===== config.mk =====
export PLATFORM = sky130hd
export DESIGN_NAME = iufp_angle_scaler
export DESIGN_NICKNAME = d
export VERILOG_FILES = /design/src/sv/iufp_pkg.sv /design/src/sv/iufp_angle_scaler.sv
export SDC_FILE = /design/constraint.sdc
export NUM_CORES = 2
export LEC_CHECK = 0
export ABC_AREA = 1
export ABC_CLOCK_PERIOD_IN_PS = 10900
export BUFFER_PORTS_ARGS = -buffer_cell sky130_fd_sc_hd__buf_2
export CAP_MARGIN = 15
export CORE_AREA = 2 2 597 302
export DETAILED_ROUTE_END_ITERATION = 10
export DIE_AREA = 0 0 599 304
export PLACE_DENSITY = 0.38
export SLEW_MARGIN = 15
export SYNTH_ARGS = -nofsm -noshare
export SYNTH_HDL_FRONTEND = slang
export SYNTH_SLANG_ARGS = --single-unit

===== constraint.sdc =====
create_clock -name clk -period 10.9 [get_ports clk]
set_clock_uncertainty 0.15 [all_clocks]
set_input_delay 2.18 -clock clk [delete_from_list [all_inputs] [get_ports clk]]
set_output_delay 2.18 -clock clk [all_outputs]
set_load 0.01 [all_outputs]

===== src/sv/iufp_pkg.sv =====
// ----------------------------------------------------------------------------
// iufp_pkg
// Shared types, frame layout and fixed-point scaling constants for the IMU
// serial frame parser.
// ----------------------------------------------------------------------------
package iufp_pkg;

  // frame layout, positions counted from the first byte after the header
  localparam int FRAME_LEN = 56;
  localparam int IDX_W     = $clog2(FRAME_LEN);
  localparam logic [IDX_W-1:0] LAST_IDX = IDX_W'(FRAME_LEN - 1);

  localparam int CMD_POS   = 0;
  localparam int TAIL1_POS = 54;
  localparam int TAIL2_POS = 55;

  localparam int RATE_PITCH_POS = 14;
  localparam int RATE_ROLL_POS  = 16;
  localparam int RATE_YAW_POS   = 18;
  localparam int ROLL_POS       = 32;
  localparam int PITCH_POS      = 36;
  localparam int YAW_POS        = 40;
  localparam int QUAT_W_POS     = 44;
  localparam int QUAT_X_POS     = 46;
  localparam int QUAT_Y_POS     = 48;
  localparam int QUAT_Z_POS     = 50;

  localparam int HIST_DEPTH = 3;

  localparam logic [7:0] HEADER_BYTE = 8'hA5;
  localparam logic [7:0] TAIL1_BYTE  = 8'h5A;
  localparam logic [7:0] TAIL2_BYTE  = 8'hA5;

  localparam int ERR_W = 5;
  localparam logic [ERR_W-1:0] REJECT_WRAP = 5'd20;

  // rate: mag * 45056 / 25, quotient by reciprocal 2^36 / 25
  localparam logic [15:0] RATE_NUM   = 16'd45056;
  localparam logic [30:0] RATE_HALF  = 31'd12;
  localparam logic [31:0] RATE_RECIP = 32'd2748779070;
  localparam int          RATE_SHIFT = 36;

  // quaternion: mag * 4096 / 625, quotient by reciprocal 2^41 / 625
  localparam int          QUAT_NUM_SHIFT = 12;
  localparam logic [30:0] QUAT_HALF      = 31'd312;
  localparam logic [31:0] QUAT_RECIP     = 32'd3518437209;
  localparam int          QUAT_SHIFT     = 41;

  // angle: mag * 2^22 / 5625 = 745 * mag + (3679 * mag + 2812) / 5625
  localparam logic [31:0] ANG_SAT_MAG = 32'd2880000;
  localparam logic [9:0]  ANG_WHOLE   = 10'd745;
  localparam logic [11:0] ANG_FRAC    = 12'd3679;
  localparam logic [33:0] ANG_HALF    = 34'd2812;
  localparam logic [32:0] ANG_RECIP   = 33'd6254999483;
  localparam int          ANG_SPLIT   = 17;
  localparam int          ANG_SHIFT   = 45;

  localparam logic [31:0] Q16_MAX = 32'h7FFF_FFFF;
  localparam logic [31:0] Q16_MIN = 32'h8000_0000;

  typedef logic signed [31:0] q16_t;

  typedef enum logic {
    ST_HUNT,
    ST_FRAME
  } parse_state_t;

  typedef enum logic [2:0] {
    SF_RATE_PITCH,
    SF_RATE_ROLL,
    SF_RATE_YAW,
    SF_QUAT_W,
    SF_QUAT_X,
    SF_QUAT_Y,
    SF_QUAT_Z
  } small_field_t;

  typedef enum logic [1:0] {
    AF_ROLL,
    AF_PITCH,
    AF_YAW
  } angle_field_t;

  typedef struct packed {
    logic               valid;
    small_field_t       field;
    logic signed [15:0] raw;
  } small_issue_t;

  typedef struct packed {
    logic               valid;
    angle_field_t       field;
    logic signed [31:0] raw;
  } angle_issue_t;

  typedef struct packed {
    logic             last_pending;
    logic             done;
    logic             good;
    logic [ERR_W-1:0] err_cnt;
  } frame_status_t;

  typedef struct packed {
    q16_t rate_pitch;
    q16_t rate_roll;
    q16_t rate_yaw;
    q16_t quat_w;
    q16_t quat_x;
    q16_t quat_y;
    q16_t quat_z;
  } small_result_t;

  typedef struct packed {
    q16_t roll;
    q16_t pitch;
    q16_t yaw;
  } angle_result_t;

endpackage


===== src/sv/iufp_angle_scaler.sv =====
// ----------------------------------------------------------------------------
// iufp_angle_scaler
// Four-stage pipeline dividing 32-bit angle fields by 87.890625 into Q16.16
// with round half away from zero and saturation; holds the latest values.
// ----------------------------------------------------------------------------
module iufp_angle_scaler (
  input  logic                    clk,
  input  logic                    rst_n,
  input  iufp_pkg::angle_issue_t  issue,
  output iufp_pkg::angle_result_t result
);
  import iufp_pkg::*;

  logic [31:0]   raw_u;
  logic          in_neg;
  logic [31:0]   mag;
  logic [21:0]   mag22;

  logic          a_valid_r;
  angle_field_t  a_field_r;
  logic          a_neg_r;
  logic          a_sat_r;
  logic [30:0]   a_whole_r;
  logic [33:0]   a_frac_r;

  logic          b_valid_r;
  angle_field_t  b_field_r;
  logic          b_neg_r;
  logic          b_sat_r;
  logic [30:0]   b_whole_r;
  logic [49:0]   b_ph_r;
  logic [49:0]   b_pl_r;

  logic          c_valid_r;
  angle_field_t  c_field_r;
  logic          c_neg_r;
  logic          c_sat_r;
  logic [30:0]   c_whole_r;
  logic [21:0]   c_qlo_r;
  logic [66:0]   sum;

  logic [30:0]   q;
  logic [31:0]   q_w;
  logic [31:0]   res;
  angle_result_t hold_r;

  assign raw_u  = issue.raw;
  assign in_neg = raw_u[31];
  assign mag    = in_neg ? (~raw_u + 32'd1) : raw_u;
  assign mag22  = mag[21:0];

  // stage a: whole part and remainder numerator, below the saturation point
  // the magnitude fits 22 bits
  always_ff @(posedge clk) begin
    if (!rst_n) begin
      a_valid_r <= 1'b0;
    end else begin
      a_valid_r <= issue.valid;
    end
    a_field_r <= issue.field;
    a_neg_r   <= in_neg;
    a_sat_r   <= (mag >= ANG_SAT_MAG);
    a_whole_r <= 31'(mag22) * 31'(ANG_WHOLE);
    a_frac_r  <= (34'(mag22) * 34'(ANG_FRAC)) + ANG_HALF;
  end

  // stage b: reciprocal multiply in two partial products
  always_ff @(posedge clk) begin
    if (!rst_n) begin
      b_valid_r <= 1'b0;
    end else begin
      b_valid_r <= a_valid_r;
    end
    b_field_r <= a_field_r;
    b_neg_r   <= a_neg_r;
    b_sat_r   <= a_sat_r;
    b_whole_r <= a_whole_r;
    b_ph_r    <= 50'(a_frac_r[33:ANG_SPLIT]) * 50'(ANG_RECIP);
    b_pl_r    <= 50'(a_frac_r[ANG_SPLIT-1:0]) * 50'(ANG_RECIP);
  end

  // stage c: combine partial products, keep the quotient bits
  assign sum = {b_ph_r, {ANG_SPLIT{1'b0}}} + 67'(b_pl_r);

  always_ff @(posedge clk) begin
    if (!rst_n) begin
      c_valid_r <= 1'b0;
    end else begin
      c_valid_r <= b_valid_r;
    end
    c_field_r <= b_field_r;
    c_neg_r   <= b_neg_r;
    c_sat_r   <= b_sat_r;
    c_whole_r <= b_whole_r;
    c_qlo_r   <= sum[66:ANG_SHIFT];
  end

  // stage d: final quotient, sign and saturation
  assign q   = c_whole_r + 31'(c_qlo_r);
  assign q_w = 32'(q);
  always_comb begin
    if (c_sat_r) begin
      res = c_neg_r ? Q16_MIN : Q16_MAX;
    end else begin
      res = c_neg_r ? (~q_w + 32'd1) : q_w;
    end
  end

  always_ff @(posedge clk) begin
    if (c_valid_r) begin
      case (c_field_r)
        AF_ROLL:  hold_r.roll  <= res;
        AF_PITCH: hold_r.pitch <= res;
        AF_YAW:   hold_r.yaw   <= res;
        default:  hold_r       <= hold_r;
      endcase
    end
  end

  assign result = hold_r;

endmodule


* Word-level counts from Yosys, hierarchy flattened *
Cells that the tools add are included.

cells by class
  add/subtract/negate cells = 5
  multipliers = 4
  magnitude comparators = 1
  equal/unequal tests = 2
  mux-type cells = 4
  bitwise logic cells = 2
  reduce and logical (&&, ||, !) cells = 4

operators with widths
  operator                  count
  $mux W32                  4
  $mul A17 B33 Y50 const B  2
  $add A67 B50 Y67          1
  $add A32 B1 Y32 const B   2
  $add A34 B12 Y34 const B  1
  $mul A22 B12 Y34 const B  1
  $ge A32 B22 Y1 const B    1
  $not A31 Y32              1
  $not A32 Y32              1
  $add A31 B22 Y31          1
  $mul A22 B10 Y31 const B  1
  $reduce_and A2 Y1         3
  $eq A2 B1 Y1 const B      1
  $eq A2 B2 Y1 const B      1
  $logic_not A2 Y1          1

word-level totals
  bits in registers = 360
  bits of input ports = 37
  output and inout bits = 96
  logic and storage cells = 44

* Longest topological paths before layout *
  depth in word-level cells = 5
  mapped depth = 35
  mapped depth without buffers = 35

* Least setup slack after synthesis *
No wires, ideal clock.

  kind = input -> register
  start = in issue[0] (netlist bit)
  end = reg a_frac_r[32]
  library setup time = 0.138 ns
  arrival = 7.891 ns
  data required time = 10.612 ns
  path slack = 2.721 ns
  stages on the path = 29
  buffers on the path = 0
  cells stage by stage = inv_1 -> nand4_1 -> nor2_1 -> nand2_1 -> nor3_4 -> nand2_1 -> o41ai_1 -> xor2_1 -> inv_1 -> fa_1 -> inv_1 -> ha_1 -> inv_1 -> fa_1 -> inv_1 -> fa_1 -> inv_1 -> fa_1 -> inv_1 -> ha_1 -> nand2_1 -> nor4_1 -> nand3_1 -> nand3_1 -> nand2_1 -> nand2_1 -> nand2_1 -> o311ai_0 -> xor2_1

on the way
  longest elaborated chain between the ends = 5

ends and longest elaborated chain
  element               line                     source
  from (decl)           iufp_angle_scaler.sv:9   input iufp_pkg::angle_issue_t issue,
  $not A32 Y32          iufp_angle_scaler.sv:49  assign mag = in_neg ? (~raw_u + 32'd1) : raw_u;
  $add A32 B1 Y32       iufp_angle_scaler.sv:49
  $mux W32 *            iufp_angle_scaler.sv:49
  $mul A22 B12 Y34 *    iufp_angle_scaler.sv:64  a_frac_r <= (34'(mag22) * 34'(ANG_FRAC)) + ANG_HALF;
  $add A34 B12 Y34 *    iufp_angle_scaler.sv:64
  to (signal assigned)  iufp_angle_scaler.sv:64
  to (decl)             iufp_angle_scaler.sv:24  logic [33:0] a_frac_r;

Mark *: on every way between the ends. The rest lies on a longest branch, timed or not.
A chain may end at the register's enable or synchronous reset.

* Worst setup path in the final report *
  start = in issue[0] (netlist bit)
  end = reg a_whole_r[30]

on the way
  longest elaborated chain between the ends = 4

ends and longest elaborated chain
  element               line                     source
  $not A32 Y32          iufp_angle_scaler.sv:49
  $add A32 B1 Y32       iufp_angle_scaler.sv:49
  $mux W32 *            iufp_angle_scaler.sv:49
  $mul A22 B10 Y31 *    iufp_angle_scaler.sv:63  a_whole_r <= 31'(mag22) * 31'(ANG_WHOLE);
  to (signal assigned)  iufp_angle_scaler.sv:63
  to (decl)             iufp_angle_scaler.sv:23  logic [30:0] a_whole_r;

Marked as above.

==> flow_summary.yaml <==
status:
  status: "complete, no violations"
hold_path:
  hold-path-cell-count: 0
  hp-class: "register to register"
  hold_path.startpoint: "a_whole_r[11]$_DFF_P_"
  min_to: "b_whole_r[11]$_DFF_P_"
cells_and_area:
  finalCoreUtilization_pct: 27.6
  multi_input_area_um2: 30800
  final_cells: 7668
  final_common_cell: "inv_1"
  drive_above_1_share_pct: 5.18
  seqCellArea_um2: 7810
  layout_common_cells: "inv_1 (1400), nand2_1 (673), fa_1 (659)"
  area_growth_pct: 11.6
  final.fill_count: 19300
  fin_nets: 6509
setup_path:
  worst_setup_path_start_kind: "input port"
  critPathMaxStageDelay_ns: 0.57
  r2r_end: "b_pl_r[47]$_DFF_P_"
  cp_slowest_cell: "fa_1"
  crit_fanout: 9
  r2r-start: "a_frac_r[8]$_DFF_P_"
  worstPathArrival_ns: 9.03
  reg2regPathDepth: 19
  path_class: "input port to register"
  worst_ep_required_time_ns: 11.29
  cp_common_cell: "nand2_1"
  endpoint_kind: "register"
  reg2reg_slack_ns: 3.50
floorplanning:
  rows: 110
  die_h_um: 304
  io_pins: 133
  die_w_um: 599
  start_util_pct: 24.7
  die_area_um2: 182000
  core_um2: 178000
grt:
  track_usage_pct: 18.8
  grt_pass1_vias: 33000
  grt_max_degree: 33
  grt_overflow: 0
  grt_pass1_wl_mm: 244
  antenna_found_initial: 10
synthesis:
  ys_ff_latch: 342
  synthAdderAreaFrac_pct: 46.7
  yosys.area_share.xor_xnor_pct: 4.36
  synth_edf_count: 96
  synth_nets: 6321
  synthFlopType: "dfxtp_1"
  yosysUniqueCellTypes: 56
  postSynthCellCount: 5039
  ys_seq_area_share_pct: 17.8
  yosys.area_share.simple_pct: 12.2
  synth_top_cell_area_share_pct: 30.0
  synth_mux_area_share_pct: 0
  synth_warnings: 0
  synth_area_leaders: "fa_1 (30%), ha_1 (17%), inv_1 (12%)"
  syn_area_um2: 44000
  synth_top_area_cell: "fa_1"
  syn-mean-instance-area_um2: 8.72
  synth_top_family_by_area: "adder cells"
  synth_compound_area_share_pct: 6.84
  synth_async_sr_flop_share_pct: 0
routing:
  drt-initial-drc-count: 3176
  drc_errors: 0
  avgViaCountPerCell: 4.42
  drt-total-wl_mm: 171
  wire_per_inst_um: 22.3
  ant_nets: 0
  vias: 33900
  drtPass1Iterations: 6
clocking:
  cts_buffer_depth: 3
  ctsHoldBuffers: 0
  clkTransAtPathRegs_ns: 0.07
  cts_tree: "built"
  cts_resized: 0
  cts_setup_buffers: 0
  htreeDepth: 2
  cts-root-buf: "clkbuf_16"
  clock-sinks: 342
  clk-insertion-delay-late_ns: 0.65
  cts_buffers: 37
run:
  drv_cap: 0
sta:
  tightestPinTransition_ns: 1.12
  max_slew_margin_pct: 24.3
  maxSlewViolCount: 0
  min_period_ns: 8.64
  rsz0062_at_grt: "no"
  fin_setup_tns_ns: 0
  fmax_mhz: 116
  hold_viol: 0
  setup_viol: 0
  fin_crit_sh_pct: 79.2
placement:
  place_inst: 7596
  port_buffers: 132
  place_congestion: 1.01
  dp_hpwl_mm: 155
-- worst max path at each step --
stage / depth (start not counted) / endpoint / start
after floorplan: 29 / a_frac_r[32]$_DFF_P_ / issue[0]
after global placement: 31 / a_frac_r[32]$_DFF_P_ / issue[0]
after detailed placement: 31 / a_frac_r[32]$_DFF_P_ / issue[0]
after CTS: 30 / a_frac_r[32]$_DFF_P_ / issue[0]
after global routing: 30 / a_whole_r[30]$_DFF_P_ / issue[0]
final: 30 / a_whole_r[30]$_DFF_P_ / issue[0]
-- sequential cells by signal, summed over array words and instances (netlist names) --
name	flops
c_field_r	2
b_neg_r	1
a_neg_r	1
a_sat_r	1
b_pl_r	34
b_field_r	2
b_valid_r	1
a_whole_r	30
a_frac_r	34
c_whole_r	31
b_whole_r	30
c_valid_r	1
a_field_r	2
c_neg_r	1
b_ph_r	50
result	96
c_qlo_r	22
c_sat_r	1
b_sat_r	1
a_valid_r	1
-- Yosys cell counts (3+ instances only) --
cell type,number
inv_1,1400
nand2_1,673
fa_1,659
ha_1,586
nor2_1,337
a21oi_1,252
dfxtp_1,246
xor2_1,142
o21ai_0,137
nand3_1,124
edfxtp_1,96
xnor2_1,75
a31oi_1,43
nand4_1,36
nor3_1,33
a21o_1,21
nor4_1,17
o21bai_1,16
o21a_1,15
nand3b_1,13
o211ai_1,12
nand2_2,10
a21boi_0,8
a211oi_1,7
clkbuf_1,7
nor2_2,7
o21ai_1,7
or2_2,7
and3_1,6
nand3_2,6
a221oi_1,3
nor3_2,3
o311ai_0,3
o31ai_1,3
-- cells by family (layout without fill, tap and decap cells) --
family,Yosys count,after routing
buffers and inverters,1416,1633
and+or+nand+nor,1282,1282
adders and majority gates,1245,1245
AOI/OAI and AO/OA,536,536
DFF,342,342
xor gates and xnor gates,218,218
other,0,4
-- metrics by stage --
step	setup WS, ns	cell area (um^2)	hold slack (ns)
after floorplan	2.72	44000	0.160
after global placement	1.70	47800	0.160
after detailed placement	1.68	47800	0.162
after CTS	2.33	49000	0.161
after global routing	1.84	49000	0.163
final	2.26	49000	0.162
-- layer usage --
layer / global-route usage [%] / vias up / wire [um]
met5: 0 / - / 53
met1: 34.3 / 16700 / 101000
met4: 1.64 / 4 / 1230
li1: - / 15800 / -
met2: 17.5 / 1285 / 46000
met3: 8.58 / 68 / 22500
-- final cells by class --
cell class              count  share of cell area (%)
diodes                      4                  0.0204
clock buffers              43                    1.99
clock inverters            25                   0.497
inverters                1404                    10.7
multi-input cells        3281                    62.9
flip-flops and latches    342                    15.9
well taps                2408                    6.14
repair buffers            161                    1.79
-- worst max-delay path: cells and delay by family --
kind                     cells  cell delay [ns]
AO/OA/AOI/OAI                2             0.25
XOR/XNOR                     2             0.55
adder cells (fa/ha/maj)      6             2.66
buffers and inverters        7             1.02
AND/OR/NAND/NOR             13             2.34
Power is left out: the tool's default activity adds up to more than one toggle a clock period on the data nets, which glitch-free logic cannot reach.
