$ cat config.mk
export PLATFORM = sky130hd
export DESIGN_NAME = iufp_frame_tracker
export DESIGN_NICKNAME = d
export VERILOG_FILES = /design/src/sv/iufp_pkg.sv /design/src/sv/iufp_frame_tracker.sv
export SDC_FILE = /design/constraint.sdc
export NUM_CORES = 1
export LEC_CHECK = 0
export BUFFER_PORTS_ARGS = -buffer_cell sky130_fd_sc_hd__buf_4
export CAP_MARGIN = 20
export CELL_PAD_IN_SITES_DETAIL_PLACEMENT = 0
export CELL_PAD_IN_SITES_GLOBAL_PLACEMENT = 1
export CORE_MARGIN = 2
export CORE_UTILIZATION = 44
export CTS_CLUSTER_DIAMETER = 120
export CTS_CLUSTER_SIZE = 28
export DETAILED_ROUTE_END_ITERATION = 16
export PLACE_DENSITY_LB_ADDON = 0.1
export RECOVER_POWER = 25
export REMOVE_ABC_BUFFERS = 1
export SETUP_SLACK_MARGIN = 0.02
export SLEW_MARGIN = 30
export SYNTH_ARGS = -nofsm -noshare
export SYNTH_HDL_FRONTEND = slang
export SYNTH_SLANG_ARGS = --single-unit
$ cat constraint.sdc
create_clock -name clk -period 2.2 [get_ports clk]
set_input_delay 0.22 -clock clk [delete_from_list [all_inputs] [get_ports clk]]
set_output_delay 0.22 -clock clk [all_outputs]
set_load 0.01 [all_outputs]
$ cat src/sv/iufp_pkg.sv
// ----------------------------------------------------------------------------
// iufp_pkg
// Shared types, frame layout and fixed-point scaling constants for the IMU
// serial frame parser.
// ----------------------------------------------------------------------------
package iufp_pkg;

  // frame layout, positions counted from the first byte after the header
  localparam int FRAME_LEN = 56;
  localparam int IDX_W     = $clog2(FRAME_LEN);
  localparam logic [IDX_W-1:0] LAST_IDX = IDX_W'(FRAME_LEN - 1);

  localparam int CMD_POS   = 0;
  localparam int TAIL1_POS = 54;
  localparam int TAIL2_POS = 55;

  localparam int RATE_PITCH_POS = 14;
  localparam int RATE_ROLL_POS  = 16;
  localparam int RATE_YAW_POS   = 18;
  localparam int ROLL_POS       = 32;
  localparam int PITCH_POS      = 36;
  localparam int YAW_POS        = 40;
  localparam int QUAT_W_POS     = 44;
  localparam int QUAT_X_POS     = 46;
  localparam int QUAT_Y_POS     = 48;
  localparam int QUAT_Z_POS     = 50;

  localparam int HIST_DEPTH = 3;

  localparam logic [7:0] HEADER_BYTE = 8'hA5;
  localparam logic [7:0] TAIL1_BYTE  = 8'h5A;
  localparam logic [7:0] TAIL2_BYTE  = 8'hA5;

  localparam int ERR_W = 5;
  localparam logic [ERR_W-1:0] REJECT_WRAP = 5'd20;

  // rate: mag * 45056 / 25, quotient by reciprocal 2^36 / 25
  localparam logic [15:0] RATE_NUM   = 16'd45056;
  localparam logic [30:0] RATE_HALF  = 31'd12;
  localparam logic [31:0] RATE_RECIP = 32'd2748779070;
  localparam int          RATE_SHIFT = 36;

  // quaternion: mag * 4096 / 625, quotient by reciprocal 2^41 / 625
  localparam int          QUAT_NUM_SHIFT = 12;
  localparam logic [30:0] QUAT_HALF      = 31'd312;
  localparam logic [31:0] QUAT_RECIP     = 32'd3518437209;
  localparam int          QUAT_SHIFT     = 41;

  // angle: mag * 2^22 / 5625 = 745 * mag + (3679 * mag + 2812) / 5625
  localparam logic [31:0] ANG_SAT_MAG = 32'd2880000;
  localparam logic [9:0]  ANG_WHOLE   = 10'd745;
  localparam logic [11:0] ANG_FRAC    = 12'd3679;
  localparam logic [33:0] ANG_HALF    = 34'd2812;
  localparam logic [32:0] ANG_RECIP   = 33'd6254999483;
  localparam int          ANG_SPLIT   = 17;
  localparam int          ANG_SHIFT   = 45;

  localparam logic [31:0] Q16_MAX = 32'h7FFF_FFFF;
  localparam logic [31:0] Q16_MIN = 32'h8000_0000;

  typedef logic signed [31:0] q16_t;

  typedef enum logic {
    ST_HUNT,
    ST_FRAME
  } parse_state_t;

  typedef enum logic [2:0] {
    SF_RATE_PITCH,
    SF_RATE_ROLL,
    SF_RATE_YAW,
    SF_QUAT_W,
    SF_QUAT_X,
    SF_QUAT_Y,
    SF_QUAT_Z
  } small_field_t;

  typedef enum logic [1:0] {
    AF_ROLL,
    AF_PITCH,
    AF_YAW
  } angle_field_t;

  typedef struct packed {
    logic               valid;
    small_field_t       field;
    logic signed [15:0] raw;
  } small_issue_t;

  typedef struct packed {
    logic               valid;
    angle_field_t       field;
    logic signed [31:0] raw;
  } angle_issue_t;

  typedef struct packed {
    logic             last_pending;
    logic             done;
    logic             good;
    logic [ERR_W-1:0] err_cnt;
  } frame_status_t;

  typedef struct packed {
    q16_t rate_pitch;
    q16_t rate_roll;
    q16_t rate_yaw;
    q16_t quat_w;
    q16_t quat_x;
    q16_t quat_y;
    q16_t quat_z;
  } small_result_t;

  typedef struct packed {
    q16_t roll;
    q16_t pitch;
    q16_t yaw;
  } angle_result_t;

endpackage

$ cat src/sv/iufp_frame_tracker.sv
// ----------------------------------------------------------------------------
// iufp_frame_tracker
// Header hunt, byte position, check bytes and reject counter; issues each
// data field to its scaler as soon as its last byte arrives.
// ----------------------------------------------------------------------------
module iufp_frame_tracker (
  input  logic                   clk,
  input  logic                   rst_n,
  input  logic                   byte_accept,
  input  logic [7:0]             rx_byte,
  input  logic [7:0]             expected_cmd,
  output iufp_pkg::frame_status_t status,
  output iufp_pkg::small_issue_t  small_issue,
  output iufp_pkg::angle_issue_t  angle_issue
);
  import iufp_pkg::*;

  parse_state_t     state_r, state_nxt;
  logic [IDX_W-1:0] idx_r, idx_nxt;
  logic [ERR_W-1:0] rej_r, rej_nxt;
  logic [7:0]       hist_r [HIST_DEPTH];
  logic [7:0]       cmd_r, tail1_r, tail2_r;
  logic [7:0]       cmd_chk, tail1_chk, tail2_chk;
  logic             byte_take;
  logic             done;
  logic             good;
  small_issue_t     small_r, small_nxt;
  angle_issue_t     angle_r, angle_nxt;

  assign byte_take = byte_accept && (state_r == ST_FRAME);

  always_ff @(posedge clk) begin
    if (!rst_n) begin
      state_r <= ST_HUNT;
      idx_r   <= '0;
      rej_r   <= '0;
    end else begin
      state_r <= state_nxt;
      idx_r   <= idx_nxt;
      rej_r   <= rej_nxt;
    end
  end

  always_comb begin
    state_nxt = state_r;
    idx_nxt   = idx_r;
    done      = 1'b0;
    case (state_r)
      ST_HUNT: begin
        if (byte_accept && rx_byte == HEADER_BYTE) begin
          state_nxt = ST_FRAME;
          idx_nxt   = '0;
        end
      end
      ST_FRAME: begin
        if (byte_accept) begin
          if (idx_r == LAST_IDX) begin
            state_nxt = ST_HUNT;
            idx_nxt   = '0;
            done      = 1'b1;
          end else begin
            idx_nxt = idx_r + 1'b1;
          end
        end
      end
      default: begin
        state_nxt = ST_HUNT;
        idx_nxt   = '0;
      end
    endcase
  end

  // check bytes, the one in the last position comes straight from the input
  assign cmd_chk   = (IDX_W'(CMD_POS) == LAST_IDX) ? rx_byte : cmd_r;
  assign tail1_chk = (IDX_W'(TAIL1_POS) == LAST_IDX) ? rx_byte : tail1_r;
  assign tail2_chk = (IDX_W'(TAIL2_POS) == LAST_IDX) ? rx_byte : tail2_r;
  assign good = (cmd_chk == expected_cmd) && (tail1_chk == TAIL1_BYTE) &&
                (tail2_chk == TAIL2_BYTE);

  always_comb begin
    rej_nxt = rej_r;
    if (done && !good) begin
      rej_nxt = (rej_r == REJECT_WRAP - 5'd1) ? '0 : rej_r + 1'b1;
    end
  end

  always_ff @(posedge clk) begin
    if (byte_take) begin
      hist_r[0] <= rx_byte;
      for (int i = 1; i < HIST_DEPTH; i++) begin
        hist_r[i] <= hist_r[i-1];
      end
      if (idx_r == IDX_W'(CMD_POS)) begin
        cmd_r <= rx_byte;
      end
      if (idx_r == IDX_W'(TAIL1_POS)) begin
        tail1_r <= rx_byte;
      end
      if (idx_r == IDX_W'(TAIL2_POS)) begin
        tail2_r <= rx_byte;
      end
    end
  end

  // little endian: the byte arriving now is the most significant one
  always_comb begin
    small_nxt.valid = 1'b0;
    small_nxt.field = SF_RATE_PITCH;
    small_nxt.raw   = {rx_byte, hist_r[0]};
    if (byte_take) begin
      case (idx_r)
        IDX_W'(RATE_PITCH_POS + 1): begin
          small_nxt.valid = 1'b1;
          small_nxt.field = SF_RATE_PITCH;
        end
        IDX_W'(RATE_ROLL_POS + 1): begin
          small_nxt.valid = 1'b1;
          small_nxt.field = SF_RATE_ROLL;
        end
        IDX_W'(RATE_YAW_POS + 1): begin
          small_nxt.valid = 1'b1;
          small_nxt.field = SF_RATE_YAW;
        end
        IDX_W'(QUAT_W_POS + 1): begin
          small_nxt.valid = 1'b1;
          small_nxt.field = SF_QUAT_W;
        end
        IDX_W'(QUAT_X_POS + 1): begin
          small_nxt.valid = 1'b1;
          small_nxt.field = SF_QUAT_X;
        end
        IDX_W'(QUAT_Y_POS + 1): begin
          small_nxt.valid = 1'b1;
          small_nxt.field = SF_QUAT_Y;
        end
        IDX_W'(QUAT_Z_POS + 1): begin
          small_nxt.valid = 1'b1;
          small_nxt.field = SF_QUAT_Z;
        end
        default: small_nxt.valid = 1'b0;
      endcase
    end
  end

  always_comb begin
    angle_nxt.valid = 1'b0;
    angle_nxt.field = AF_ROLL;
    angle_nxt.raw   = {rx_byte, hist_r[0], hist_r[1], hist_r[2]};
    if (byte_take) begin
      case (idx_r)
        IDX_W'(ROLL_POS + 3): begin
          angle_nxt.valid = 1'b1;
          angle_nxt.field = AF_ROLL;
        end
        IDX_W'(PITCH_POS + 3): begin
          angle_nxt.valid = 1'b1;
          angle_nxt.field = AF_PITCH;
        end
        IDX_W'(YAW_POS + 3): begin
          angle_nxt.valid = 1'b1;
          angle_nxt.field = AF_YAW;
        end
        default: angle_nxt.valid = 1'b0;
      endcase
    end
  end

  always_ff @(posedge clk) begin
    if (!rst_n) begin
      small_r.valid <= 1'b0;
      angle_r.valid <= 1'b0;
    end else begin
      small_r <= small_nxt;
      angle_r <= angle_nxt;
    end
  end

  assign small_issue = small_r;
  assign angle_issue = angle_r;

  assign status.last_pending = (state_r == ST_FRAME) && (idx_r == LAST_IDX);
  assign status.done         = done;
  assign status.good         = good;
  assign status.err_cnt      = rej_nxt;

endmodule

* After elaboration in Yosys (flattened, before gate mapping) *
Memories as Yosys holds them, arrays and structs flattened. A register that Yosys moved wholly into a read port is not among the register bits.
Index checks and enable logic that the tools add are counted.
W data, S select, Z words.

word-level totals
  register bits = 83
  RAM bits = 24
  bits of input ports = 19
  output and inout port bits = 63
  word-level logic and storage cells = 66
  memories = 1

memories
  memory  depth  width  rd ports  clocked after Yosys merged registers in  wr ports  line                      RTL
  hist_r  3      8      3         1                                        3         iufp_frame_tracker.sv:21  logic [7:0] hist_r [HIST_DEPTH];

operators by class
  $add $sub $neg = 2
  equality and inequality tests = 18
  mux-type cells = 19
  bitwise operators = 1
  reductions and logical operators = 14

operators with widths
  operator               number
  $eq A6 B6 Y1 const B   9
  $mux W6                3
  $pmux W3 S6            1
  $eq A6 B5 Y1 const B   2
  $pmux W6 S2            1
  $mux W1                10
  $mux W5                2
  $eq A8 B7 Y1 const B   1
  $eq A8 B8 Y1           1
  $eq A8 B8 Y1 const B   1
  $reduce_and A2 Y1      4
  $reduce_or A7 Y1       1
  $add A6 B1 Y6 const B  1
  $eq A6 B4 Y1 const B   1
  $logic_and A1 B1 Y1    6
  $logic_not A6 Y1       1
  $add A5 B1 Y5 const B  1
  $eq A5 B5 Y1 const B   1
  $ne A2 B2 Y1 const B   2
  $pmux W2 S2            1
  $reduce_or A3 Y1       1
  $pmux W1 S2            1
  $logic_not A1 Y1       1
  $not A1 Y1             1

* Logic depth before layout (Yosys ltp) *
  word-level depth = 6
  gate-level depth with buffers = 7
  gate-level depth less buffers = 6

* Least setup slack after synthesis *
OpenSTA, ideal clock, no wires.

  kind = reg-to-reg
  start = register state_r
  end = register tail1_r[0] (netlist: tail1_chk[0]), enable pin
  setup time = 0.383 ns
  arrival time = 1.602 ns
  required time = 1.817 ns
  path slack = 0.215 ns
  stages on the path, launching flop included = 5
  path buffers = 0
  clock period less this slack = 1.985 ns
  path through = dfxtp_1 nand2_1 inv_2 nand2_1 nor3_1

between the ends
  word-level cells in the longest chain between the ends = 2

ends and longest elaborated chain
  what                         line                      RTL
  start: declaration           iufp_frame_tracker.sv:18  parse_state_t state_r, state_nxt;
  start signal: assignment     iufp_frame_tracker.sv:38  state_r <= state_nxt;
  $logic_and A1 B1 Y1          iufp_frame_tracker.sv:30  assign byte_take = byte_accept && (state_r == ST_FRAME);
  named net byte_take          iufp_frame_tracker.sv:24  logic byte_take;
  $reduce_and A2 Y1 (no line)  -
  end signal: assignment       iufp_frame_tracker.sv:97  tail1_r <= rx_byte;
  end: declaration             iufp_frame_tracker.sv:22  logic [7:0] cmd_r, tail1_r, tail2_r;

The timed path passes the listed nets, and every way through them passes these cells.
A chain may end at the register's enable or synchronous reset.

==> flow_summary.json <==
{
  "ff2ff_setup_slack_ns": 0.58,
  "cts_buffers": 9,
  "post-route-min-period_ns": 2.19,
  "synth.distinct_cells": 48,
  "core_area_sq_um": 8130,
  "finalClockSkew_ns": 0.0111,
  "power.share.clock_pct": 35.5,
  "critPathBufInv": 1,
  "post-route-util_pct": 56.6,
  "p_switching_mw": 0.703,
  "ys_seq_elements": 91,
  "drtPass1Iterations": 4,
  "cts_max_level": 3,
  "status": "complete, no violations",
  "synth_edf_count": 77,
  "power_density_nw_per_um2": 694,
  "overflow": 0,
  "min_path_type": "in -> reg",
  "nNetsFinal": 351,
  "cp_top_family": "simple AND/OR/NAND/NOR gates",
  "n_fill_cell": 672,
  "drt-initial-drc-count": 88,
  "syn_area_per_cell_sq_um": 15.0,
  "cp.depth": 5,
  "grt_pass1_wl_mm": 11.4,
  "n_antenna_cell": 0,
  "cts_tree": "yes",
  "critPathLaunchType": "register",
  "worstPathMaxFanout": 5,
  "seq_power_share_pct": 59.3,
  "finalNonFillerCells": 436,
  "clock_path_buffers": 2,
  "tightest_slew_ns": 1.23,
  "crit_start": "tail1_chk[5]$_DFFE_PP_",
  "required_ns": 1.98,
  "io_pins": 82,
  "cts_sinks": 91,
  "ctsHoldBuffers": 0,
  "combPwrFrac_pct": 5.2,
  "cp_slowest_cell": "edfxtp_1",
  "hold_path_depth": 1,
  "end_kind": "primary output",
  "place_congestion": 0.835,
  "place_area_sq_um": 4270,
  "netlist_instances": 243,
  "synth-main-ff-cell": "edfxtp_1",
  "remaining_drc_errors": 0,
  "slew_violations": 0,
  "vias": 2280,
  "rsz0062_at_grt": "true",
  "die_h_um": 95.1,
  "arrival_ns": 1.97,
  "r2r_start": "idx_r[0]$_SDFFE_PN0P_",
  "drv_cap": 0,
  "final_area_sq_um": 4610,
  "grt_pass1_vias": 2284,
  "drive_gt1_share_pct": 39.0,
  "slew_headroom_pct": 18.3,
  "grt_max_degree": 23,
  "track_usage_pct": 17.0,
  "ir_drop_uv": 297,
  "crit_path_cell_trace": "nor4b_4, nand4_4, o31ai_4, a22o_1, buf_4",
  "clock_latency_ns": 0.35,
  "wirelength_mm": 7.27,
  "synthToLayoutAreaGrowth_pct": 26.2,
  "rr_worst_depth": 6,
  "seq_area_frac_synth_pct": 71.0,
  "setup_viol_count_final": 0,
  "cp-endpoint": "status[0]",
  "rows": 33,
  "hold_viol_final": 0,
  "die-area_sq_um": 9040,
  "clk_pin_slew_ns": 0.09,
  "clock-root-buffer": "clkbuf_8",
  "io_buffers": 81,
  "hpwlAfterDp_mm": 4.93,
  "yosys_warnings": 0,
  "reg2reg_to": "rej_r[4]$_SDFF_PN0_",
  "drt-wirelength-per-cell_um": 16.7,
  "ant_nets": 0,
  "crit_path_max_incr_delay_ns": 0.42,
  "async_flop_share_pct": 0,
  "tns_ns": 0,
  "die_width_um": 95.1,
  "p_leak_nw": 1.71,
  "crit_type": "reg -> out",
  "antenna_found_initial": 0,
  "fin_crit_sh_pct": 99.5,
  "initial_core_util_pct": 44.9,
  "dp_cells": 412,
  "internal_power_mw": 2.50,
  "vias_per_cell": 5.23,
  "synth_area_sq_um": 3650,
  "max_freq_ghz": 0.457,
  "swShare_pct": 22.0
}
## through the flow
| stage | setup WS [ns] | hold WS (ns) | power [mW] |
|---|---|---|---|
| 3_3_place_gp | 0.329 | 0.403 | 2.11 |
| 6_report | 0.0102 | 0.180 | 3.20 |
| 4_1_cts | 0.0114 | 0.0659 | 3.23 |
| 2_1_floorplan | 0.215 | 0.319 | 1.98 |
| 3_5_place_dp | 0.308 | 0.405 | 2.11 |
| 5_1_grt | -0.0769 | 0.179 | 3.32 |
## cells by family after synthesis
kind of cell	synth area share, %
XOR/XNOR	1.92
AO/OA/AOI/OAI	8.43
flip-flops	71.0
buffers and inverters	5.76
adder cells (fa/ha/maj)	1.71
AND/OR/NAND/NOR	11.2
## worst reg2reg max path, stage by stage, from the launching register on
cell	delay, ns
dfxtp_4	0.37
ha_1	0.17
nand4_1	0.15
or2_4	0.33
clkinv_4	0.11
o31ai_4	0.10
a221oi_1	0.29
## final cells by class
class,instances,area (sq um),share of cell area [%]
sequential,91,2600,56.5
tap,105,131,2.85
inverter,11,46.3,1.00
clock buffer,9,124,2.69
multi-input combinational,118,933,20.3
timing repair buffer,96,694,15.1
clock inverter,6,73.8,1.60
## repair_timing
item	4_1_cts	5_1_grt
setup buffers	4	5
resized for setup	7	15
pin swaps	2	6
setup endpoints to repair	5	5
## registers in the layout, summed over array words and instances, names as in the netlist
register     flops
hist_r          24
small_issue     20
angle_issue     19
cmd_chk          8
tail1_chk        8
idx_r            6
rej_r            5
state_r          1
## layout by cell type (no fill, tap or decap), types with 3 or more instances in the layout
cell	Yosys	routed
dfxtp_1	14	9
dfxtp_2	0	3
nand4_1	5	5
nor3_1	5	5
clkbuf_8	0	9
nand3_1	8	6
inv_1	9	9
xnor2_1	8	5
nor2_1	8	8
o21ai_0	9	9
a21oi_1	8	8
edfxtp_1	77	77
clkbuf_1	1	9
xnor2_2	0	3
a31oi_1	4	4
buf_4	20	85
nand3_2	1	3
ha_1	5	5
nand2_1	13	13
## power by group through the flow
stage	Combinational, mW	Sequential [mW]	Clock, mW
6_report	0.166	1.90	1.14
5_1_grt	0.181	1.90	1.23
4_1_cts	0.172	1.90	1.16
3_5_place_dp	0.169	1.94	0
3_3_place_gp	0.168	1.94	0
2_1_floorplan	0.0183	1.96	0
## worst min path at each step
stage / start / endpoint / slack (ns)
after detailed placement: hist_r[2][3]$_DFFE_PP_ / angle_issue[3]$_DFFE_PP_ / 0.40
after global routing: rx_byte[3] / small_issue[11]$_DFFE_PP_ / 0.18
final: rx_byte[3] / small_issue[11]$_DFFE_PP_ / 0.18
after global placement: hist_r[2][7]$_DFFE_PP_ / angle_issue[7]$_DFFE_PP_ / 0.40
after CTS: rx_byte[3] / small_issue[11]$_DFFE_PP_ / 0.07
after floorplan: rx_byte[0] / cmd_chk[0]$_DFFE_PP_ / 0.32
## Yosys cell counts (3+ instances only)
cell,n,area [sq um]
nand4_1,5,31.3
a21oi_1,8,40.0
a221oi_1,3,26.3
dfxtp_1,14,280
ha_1,5,62.6
buf_4,20,150
inv_1,9,33.8
o21ai_0,9,45.0
nor3_1,5,25.0
xnor2_1,8,70.1
nand2_1,13,48.8
a31oi_1,4,25.0
o311ai_1,3,26.3
edfxtp_1,77,2310
nor2_1,8,30.0
nand3_1,8,40.0
## metal layers
layer  track usage (%)  vias up  wire length [um]
met3              3.56       11               374
met1              21.9     1102              3210
met2              27.8       79              3570
met5                 0        -                 0
met4              7.37        0               115
li1                  -     1088                 -
Note: power is estimated with default switching activity, not from simulation.
